## config.mk

```make
export PLATFORM = sky130hd
export DESIGN_NAME = video_scroll_address_and_dot_timing_unit
export DESIGN_NICKNAME = d
export VERILOG_FILES = /design/src/rtl/core/vsdt_pkg.sv /design/src/rtl/core/video_scroll_address_and_dot_timing_unit.sv
export SDC_FILE = /design/constraint.sdc
export NUM_CORES = 1
export LEC_CHECK = 0
export BUFFER_PORTS_ARGS = -buffer_cell sky130_fd_sc_hd__buf_2
export CORE_ASPECT_RATIO = 0.6
export CORE_MARGIN = 4
export CORE_UTILIZATION = 52
export CTS_BUF_LIST = sky130_fd_sc_hd__clkbuf_8
export CTS_CLUSTER_DIAMETER = 200
export CTS_CLUSTER_SIZE = 40
export DETAILED_ROUTE_END_ITERATION = 8
export GPL_TIMING_DRIVEN = 0
export HOLD_SLACK_MARGIN = 0.12
export PLACE_DENSITY = 0.68
export SLEW_MARGIN = 20
export SYNTH_ARGS = -nofsm -noshare
export SYNTH_HDL_FRONTEND = slang
export SYNTH_SLANG_ARGS = --single-unit
```

## constraint.sdc

```tcl
create_clock -name i_clk -period 6.2 [get_ports i_clk]
set_clock_uncertainty 0.05 [all_clocks]
set_input_delay 0.62 -clock i_clk [delete_from_list [all_inputs] [get_ports i_clk]]
set_output_delay 0.62 -clock i_clk [all_outputs]
set_load 0.01 [all_outputs]
```

## src/rtl/core/vsdt_pkg.sv

```systemverilog
package vsdt_pkg;

    // item kinds
    localparam logic [1:0] KIND_TICK  = 2'd0;
    localparam logic [1:0] KIND_WRITE = 2'd1;
    localparam logic [1:0] KIND_READ  = 2'd2;

    // register window indexes
    localparam logic [2:0] REG_CTRL   = 3'd0;
    localparam logic [2:0] REG_MASK   = 3'd1;
    localparam logic [2:0] REG_STATUS = 3'd2;
    localparam logic [2:0] REG_SCROLL = 3'd5;
    localparam logic [2:0] REG_ADDR   = 3'd6;
    localparam logic [2:0] REG_DATA   = 3'd7;

    // address field masks
    localparam logic [15:0] NT_SELECT_MASK  = 16'h0c00;
    localparam logic [15:0] SCROLL_Y_KEEP   = 16'h8c1f;
    localparam logic [15:0] HORZ_COPY_MASK  = 16'h041f;
    localparam logic [15:0] VERT_COPY_MASK  = 16'h7be0;
    localparam logic [15:0] FINE_Y_MASK     = 16'h7000;
    localparam logic [15:0] ACCESS_ADDR_MSK = 16'h3fff;
    localparam logic [7:0]  COARSE_DATA_MSK = 8'hf8;

    // dot and line timing
    localparam logic [8:0] SKIP_DOT        = 9'd339;
    localparam logic [9:0] DOTS_PER_LINE   = 10'd341;
    localparam logic [9:0] LINES_PER_FRAME = 10'd262;
    localparam logic [8:0] VBLANK_LINE     = 9'd241;
    localparam logic [8:0] PRERENDER_LINE  = 9'd261;
    localparam logic [8:0] VISIBLE_LINES   = 9'd240;

    // reset values
    localparam logic [7:0] CTRL_RESET = 8'h80;
    localparam logic [8:0] DOT_RESET  = 9'd340;
    localparam logic [8:0] LINE_RESET = 9'd240;

    typedef struct packed {
        logic [1:0] kind;
        logic [2:0] reg_req;
        logic [7:0] data;
    } t_vsdt_in;

    typedef struct packed {
        logic [7:0]  read_data;
        logic        access_valid;
        logic [13:0] access_addr;
        logic [15:0] vram_addr;
        logic [2:0]  fine_scroll_x;
        logic        nmi_pulse;
        logic [8:0]  dot_index;
        logic [8:0]  line_index;
    } t_vsdt_out;

    // coarse x step with horizontal nametable switch
    function automatic logic [15:0] coarse_x_step(input logic [15:0] a);
        logic [15:0] r;
        if (a[4:0] == 5'd31) begin
            r = (a & 16'hffe0) ^ 16'h0400;
        end else begin
            r = a + 16'd1;
        end
        return r;
    endfunction

    // fine y step, carrying into coarse y and the vertical nametable
    function automatic logic [15:0] y_step(input logic [15:0] a);
        logic [15:0] r;
        logic [4:0]  cy;
        if ((a & FINE_Y_MASK) != FINE_Y_MASK) begin
            r = a + 16'h1000;
        end else begin
            r  = a & 16'h8fff;
            cy = r[9:5];
            if (cy == 5'd29) begin
                cy = 5'd0;
                r  = r ^ 16'h0800;
            end else if (cy == 5'd31) begin
                cy = 5'd0;
            end else begin
                cy = cy + 5'd1;
            end
            r[9:5] = cy;
        end
        return r;
    endfunction

endpackage

```

## src/rtl/core/video_scroll_address_and_dot_timing_unit.sv

```systemverilog
// Scroll address and dot timing unit.
// Input channel: i_valid / o_stall with i_item, one item per accepted edge:
// a dot tick, a register write or a register read in the eight-register
// window. Output channel: o_valid / i_stall with o_item, exactly one result
// per input item, in order.
// An accepted item waits in the input register, then passes the state update
// into the result register, from which it is offered on o_item.
// Throughput: one item per cycle while i_stall is low, set by the single input
// register and the single result register with the state update in between.
// When the receiver stalls, the result register holds its item; one more
// item may sit in the input register, after which o_stall is raised in the
// same cycle as i_stall so nothing is lost.
// Reset (i_rst_n low, synchronous): both stages empty, control 0x80, vblank
// set, dot 340, line 240, all addresses, mask, fine x, the write toggle and
// the odd-frame flag cleared.
module video_scroll_address_and_dot_timing_unit (
    input  logic               i_clk,
    input  logic               i_rst_n,
    input  logic               i_valid,
    output logic               o_stall,
    input  vsdt_pkg::t_vsdt_in  i_item,
    output logic               o_valid,
    input  logic               i_stall,
    output vsdt_pkg::t_vsdt_out o_item
);
    import vsdt_pkg::*;

    // pipeline registers
    logic      r_in_valid;
    t_vsdt_in  r_in_item;
    logic      r_out_valid;
    t_vsdt_out r_out_item;
    t_vsdt_out n_out_item;

    // chip state
    logic [7:0]  r_ctrl, n_ctrl;
    logic [7:0]  r_mask, n_mask;
    logic [15:0] r_temp, n_temp;
    logic [15:0] r_cur, n_cur;
    logic [2:0]  r_fine_x, n_fine_x;
    logic        r_toggle, n_toggle;
    logic        r_vblank, n_vblank;
    logic [8:0]  r_dot, n_dot;
    logic [8:0]  r_line, n_line;
    logic        r_odd, n_odd;

    // handshake
    logic out_adv;
    logic move;
    logic accept;

    // working values
    logic        render;
    logic        rline;
    logic        fetch;
    logic [9:0]  dot_inc;
    logic [9:0]  line_inc;
    logic [15:0] cur_work;
    logic [15:0] temp_work;
    logic [7:0]  rd;
    logic        acc;
    logic [13:0] acc_addr;
    logic        nmi;

    assign out_adv = !r_out_valid || !i_stall;
    assign move    = r_in_valid && out_adv;
    assign o_stall = r_in_valid && !out_adv;
    assign accept  = i_valid && !o_stall;
    assign o_valid = r_out_valid;
    assign o_item  = r_out_item;

    // input register
    always_ff @(posedge i_clk) begin
        if (!i_rst_n) begin
            r_in_valid <= 1'b0;
        end else if (accept) begin
            r_in_valid <= 1'b1;
        end else if (move) begin
            r_in_valid <= 1'b0;
        end
        if (accept) begin
            r_in_item <= i_item;
        end
    end

    // item processing
    always_comb begin
        n_ctrl    = r_ctrl;
        n_mask    = r_mask;
        n_temp    = r_temp;
        n_cur     = r_cur;
        n_fine_x  = r_fine_x;
        n_toggle  = r_toggle;
        n_vblank  = r_vblank;
        n_dot     = r_dot;
        n_line    = r_line;
        n_odd     = r_odd;
        rd        = 8'd0;
        acc       = 1'b0;
        acc_addr  = 14'd0;
        nmi       = 1'b0;
        render    = (r_mask[4] | r_mask[3]);
        rline     = (r_line == PRERENDER_LINE) || (r_line < VISIBLE_LINES);
        fetch     = ((r_dot >= 9'd1) && (r_dot <= 9'd256))
                  || ((r_dot >= 9'd321) && (r_dot <= 9'd336));
        dot_inc   = {1'b0, r_dot} + 10'd1;
        line_inc  = {1'b0, r_line} + 10'd1;
        cur_work  = r_cur;
        temp_work = r_temp;

        case (r_in_item.kind)
            KIND_TICK: begin
                if (render && r_odd && (r_line == PRERENDER_LINE) && (r_dot == SKIP_DOT)) begin
                    // odd frame: jump straight to the start of the frame
                    n_dot  = 9'd0;
                    n_line = 9'd0;
                    n_odd  = ~r_odd;
                end else begin
                    // rendering address updates
                    if (render) begin
                        if ((r_line == PRERENDER_LINE)
                                && (r_dot >= 9'd280) && (r_dot <= 9'd304)) begin
                            cur_work = (cur_work & ~VERT_COPY_MASK) | (r_temp & VERT_COPY_MASK);
                        end
                        if (rline) begin
                            if (fetch && (r_dot[2:0] == 3'd0)) begin
                                cur_work = coarse_x_step(cur_work);
                            end
                            if (r_dot == 9'd256) begin
                                cur_work = y_step(cur_work);
                            end
                            if (r_dot == 9'd257) begin
                                cur_work = (cur_work & ~HORZ_COPY_MASK)
                                         | (r_temp & HORZ_COPY_MASK);
                            end
                        end
                    end
                    n_cur = cur_work;
                    // vblank and nmi
                    if ((r_line == VBLANK_LINE) && (r_dot == 9'd1)) begin
                        n_vblank = 1'b1;
                        nmi      = r_ctrl[7];
                    end
                    if ((r_line == PRERENDER_LINE) && (r_dot == 9'd1)) begin
                        n_vblank = 1'b0;
                    end
                    // dot and line counters
                    if (dot_inc >= DOTS_PER_LINE) begin
                        n_dot = 9'd0;
                        if (line_inc >= LINES_PER_FRAME) begin
                            n_line = 9'd0;
                            n_odd  = ~r_odd;
                        end else begin
                            n_line = line_inc[8:0];
                        end
                    end else begin
                        n_dot = dot_inc[8:0];
                    end
                end
            end
            KIND_WRITE: begin
                unique case (r_in_item.reg_req)
                    REG_CTRL: begin
                        n_ctrl = r_in_item.data;
                        n_temp = (r_temp & ~NT_SELECT_MASK)
                               | {4'd0, r_in_item.data[1:0], 10'd0};
                    end
                    REG_MASK: begin
                        n_mask = r_in_item.data;
                    end
                    REG_SCROLL: begin
                        if (!r_toggle) begin
                            n_temp   = {r_temp[15:5], r_in_item.data[7:3]};
                            n_fine_x = r_in_item.data[2:0];
                        end else begin
                            n_temp = (r_temp & SCROLL_Y_KEEP)
                                   | {1'b0, r_in_item.data[2:0], 2'd0,
                                      r_in_item.data[7:3], 5'd0};
                        end
                        n_toggle = ~r_toggle;
                    end
                    REG_ADDR: begin
                        if (!r_toggle) begin
                            n_temp = {2'd0, r_in_item.data[5:0], r_temp[7:0]};
                        end else begin
                            temp_work = {r_temp[15:8], r_in_item.data};
                            n_temp    = temp_work;
                            n_cur     = temp_work;
                        end
                        n_toggle = ~r_toggle;
                    end
                    REG_DATA: begin
                        acc      = 1'b1;
                        acc_addr = r_cur[13:0];
                        n_cur    = r_cur + (r_ctrl[2] ? 16'd32 : 16'd1);
                    end
                    default: begin
                    end
                endcase
            end
            KIND_READ: begin
                rd = 8'hff;
                if (r_in_item.reg_req == REG_STATUS) begin
                    rd       = {r_vblank, 7'd0};
                    n_vblank = 1'b0;
                    n_temp   = 16'd0;
                    n_toggle = 1'b0;
                end else if (r_in_item.reg_req == REG_DATA) begin
                    acc      = 1'b1;
                    acc_addr = r_cur[13:0];
                    n_cur    = r_cur + (r_ctrl[2] ? 16'd32 : 16'd1);
                end
            end
            default: begin
            end
        endcase

        n_out_item.read_data     = rd;
        n_out_item.access_valid  = acc;
        n_out_item.access_addr   = acc_addr;
        n_out_item.vram_addr     = n_cur;
        n_out_item.fine_scroll_x = n_fine_x;
        n_out_item.nmi_pulse     = nmi;
        n_out_item.dot_index     = n_dot;
        n_out_item.line_index    = n_line;
    end

    // state and result register
    always_ff @(posedge i_clk) begin
        if (!i_rst_n) begin
            r_out_valid <= 1'b0;
            r_ctrl      <= CTRL_RESET;
            r_mask      <= 8'd0;
            r_temp      <= 16'd0;
            r_cur       <= 16'd0;
            r_fine_x    <= 3'd0;
            r_toggle    <= 1'b0;
            r_vblank    <= 1'b1;
            r_dot       <= DOT_RESET;
            r_line      <= LINE_RESET;
            r_odd       <= 1'b0;
        end else begin
            if (out_adv) begin
                r_out_valid <= move;
            end
            if (move) begin
                r_ctrl   <= n_ctrl;
                r_mask   <= n_mask;
                r_temp   <= n_temp;
                r_cur    <= n_cur;
                r_fine_x <= n_fine_x;
                r_toggle <= n_toggle;
                r_vblank <= n_vblank;
                r_dot    <= n_dot;
                r_line   <= n_line;
                r_odd    <= n_odd;
            end
        end
        if (move) begin
            r_out_item <= n_out_item;
        end
    end

endmodule

```

==> run_results.csv <==
group,metric,value,unit
logic_synthesis,synth_warnings,0,
setup_path,criticalPathCategory,"flip-flop to flip-flop",
setup_path,cp_max_fo,10,
global_routing,antenna_found_initial,0,
global_routing,grt-ovfl-total,0,
global_routing,grt_start_max_net_pins,39,
timing,worst_pin_slew,1190,ps
place,place_inst,1268,
route,wl_per_cell,21.5,um
cells_and_area,fillCellCount,1431,
floorplan,core.rowCount,35,
floorplan,dieArea,0.0181,mm^2
run_status,status,"finished, final reports clean",
logic_synthesis,syn_area_per_cell,8.42,um^2
setup_path,r2r-start,"r_line[0]$_SDFFE_PN0P_",
logic_synthesis,yosys.area_share.xor_xnor,2.53,%
global_routing,grt_pass1_vias,7259,
timing,period_share,78.0,%
setup_path,r2r-end,"o_item[29]$_DFFE_PP_",
floorplan,start_util,53.5,%
logic_synthesis,synthAdderAreaFrac,2.99,%
logic_synthesis,yosysMostFrequentCell,"nor2_1",
logic_synthesis,synthSimpleGateAreaFrac,21.7,%
clock_network,htree_levels,4,
place,gp_congestion,1.01,
power_and_ir_drop,p_per_area,210,mW/mm^2
timing,final_hold_viol_count,0,
clock_network,clockBufferDepth,2,
clock_network,cts_root_buf,"clkbuf_8",
global_routing,track_usage,30.7,%
logic_synthesis,synth_compound_area_share,23.7,%
floorplan,coreArea,0.0155,mm^2
logic_synthesis,ys_seq_area_share,39.6,%
logic_synthesis,synth_cells,985,
setup_path,r2r_cells,17,
clock_network,clk_pin_slew_worst_paths,90,ps
logic_synthesis,synthArstFlopShare,0,%
timing,tns,0,ps
clock_network,clkLatencyLatePin,450,ps
power_and_ir_drop,cellLeakagePower,3.33,nW
cells_and_area,instances_no_fill,1300,
floorplan,die_h,106,um
route,drc,0,
setup_path,slowest_delay,460,ps
setup_path,worst_ep_required_time,6440,ps
logic_synthesis,synthDistinctLibCells,82,
setup_path,crit_path_end,"o_item[29]$_DFFE_PP_",
setup_path,startpoint_type,"flip-flop",
logic_synthesis,synth_area_leaders,"edfxtp_1 (25%), dfxtp_1 (15%), a21oi_1 (5.1%), o21ai_0 (4.8%), nor2_1 (4.7%)",
power_and_ir_drop,finalPower,1.96,mW
place,dpl_worst_slack,1520,ps
route,drtIter0Drc,1347,
job,max-cap-violations,0,
floorplan,die_x,171,um
logic_synthesis,synth_top_area_share,24.6,%
clock_network,clock_sinks,130,
logic_synthesis,ys_ff_latch,130,
timing,rsz0062_at_grt,"no",
place,dp_hpwl,21100,um
setup_path,cp-end-kind,"flip-flop",
timing,period_minus_slack,4840,ps
place,dpl_cell_area,0.00897,mm^2
setup_path,crit_chain,"ha_1, nor2b_1, nand4_1, nor2_2, buf_4, mux2i_1, nand4b_1, xor2_1, ha_1, ha_1, and2_1, buf_1, nand2_1, mux2_2, o311ai_1, nand2_1, a2bb2oi_1",
clock_network,cts_resized,0,
setup_path,cpMaxStageDelayCell,"dfxtp_1",
timing,slew_violations,0,
floorplan,io_pins,80,
cells_and_area,drive_above_1_share,13.2,%
cells_and_area,n_antenna_cell,0,
min_path,hold_class,"input pin to flip-flop",
setup_path,crit_arrival,5080,ps
logic_synthesis,ys_top_cells_by_count,"nor2_1 (104), nand2_1 (93), a21oi_1 (84)",
logic_synthesis,synth_edf_count,68,
global_routing,grt_pass1_wl,42900,um
route,viasPerCell,6.33,
power_and_ir_drop,irDropWorstVdd,132,uV
place,io_buffers,79,
logic_synthesis,yosys-mux-area-fraction,4.33,%
min_path,hold_start,"i_item[1]",
setup_path,startpoint,"r_line[0]$_SDFFE_PN0P_",
cells_and_area,fin_area,0.00936,mm^2
setup_path,r2r_slack,1360,ps
cells_and_area,layout.nets,1120,
logic_synthesis,synth_top_family_by_area,"compound AO/OA/AOI/OAI gates",
route,num_vias,8229,
logic_synthesis,yosys.area.top_type,"edfxtp_1",
clock_network,cts_buffers,17,
cells_and_area,synthToLayoutAreaGrowth,12.8,%
clock_network,holdBufCountCts,0,
logic_synthesis,netlist_area,0.00829,mm^2
route,dr.pass1.iters,6,
min_path,min_path_cells,1,
clock_network,post_cts_buffers,0,
logic_synthesis,synthesis.nets,1021,
route,detail-route-antenna-nets,0,
timing,setup_viol,0,
clock_network,cts_tree,"built",
logic_synthesis,synthFlopType,"edfxtp_1",
timing,fmax,0.207,GHz
timing,slew_headroom,20.4,%
setup_path,path_common_cell,"ha_1",
timing,setup_slack,1360,ps
route,drt_wl_total,28000,um
-- where the power goes --
group	total, mW	internal [mW]	switching (mW)
logic	0.256	0.0800	0.176
registers	0.964	0.939	0.0251
clock network	0.744	0.362	0.382
total	1.96	1.38	0.583
-- critical path, delay by kind of cell, from the launching register on --
kind,cells,cell delay [ps]
fa+ha+maj,3,580
mux,2,500
xor+xnor,1,250
simple gates,7,1740
buf+inv,2,500
flops,1,460
compound gates,2,600
-- layer usage --
metal / up-vias / routed length (um) / track usage [%]
met5: - / 0 / 0
met4: 0 / 440 / 6.78
met2: 546 / 10100 / 37.6
li1: 3843 / - / -
met1: 3800 / 13400 / 49.3
met3: 40 / 4070 / 11.6
-- final cells by class --
cell class / instances / area [um^2] / area share, %
Clock buffer: 17 / 234 / 2.50
Inverter: 27 / 101 / 1.08
Multi-Input combinational cell: 750 / 4580 / 49.0
Tap cell: 203 / 254 / 2.71
Clock inverter: 15 / 155 / 1.66
Sequential cell: 130 / 3280 / 35.1
Timing Repair Buffer: 80 / 415 / 4.44
Buffer: 78 / 330 / 3.53
-- cell usage in the layout (no fill, tap or decap), drive strengths merged, types with 12 or more instances in the layout --
cell,instances
a31oi,12
dfxtp,62
nor3,33
nand2,93
or3,12
ha,19
nor2,105
and2,17
a21oi,85
mux2i,28
inv,33
o21ai,84
and3,20
clkbuf,83
xnor2,15
nand3,33
edfxtp,68
buf,92
-- registers in the layout (all words and copies together) (netlist names), 2 cells and up --
signal,cells
r_temp,16
r_mask,2
r_line,9
r_cur,16
r_fine_x,3
o_item,55
r_dot,9
r_ctrl,2
r_in_item,13
-- metrics by stage --
step,util (%),hold WS [ps]
finish,60.3,299
global route,60.3,276
CTS,60.3,278
detailed placement,57.8,418
global placement,57.7,409
floorplan,-,362
-- worst min path at each step --
stage | slack, ps | end
final | 300 | r_in_item[1]$_DFFE_PP_
after global placement | 410 | r_temp[15]$_SDFFE_PN0P_
after CTS | 280 | r_in_item[1]$_DFFE_PP_
after detailed placement | 420 | r_temp[15]$_SDFFE_PN0P_
after floorplan | 360 | r_temp[15]$_SDFFE_PN0P_
after global routing | 280 | r_in_item[1]$_DFFE_PP_
-- kinds of logic (layout without fill, tap and decap cells) --
kind of cell / after synthesis / after routing
mux: 35 / 35
flops: 130 / 130
simple gates: 366 / 366
fa+ha+maj: 20 / 20
xor+xnor: 24 / 24
compound gates: 305 / 305
buf+inv: 105 / 217
Note: power is estimated with default switching activity, not from simulation.
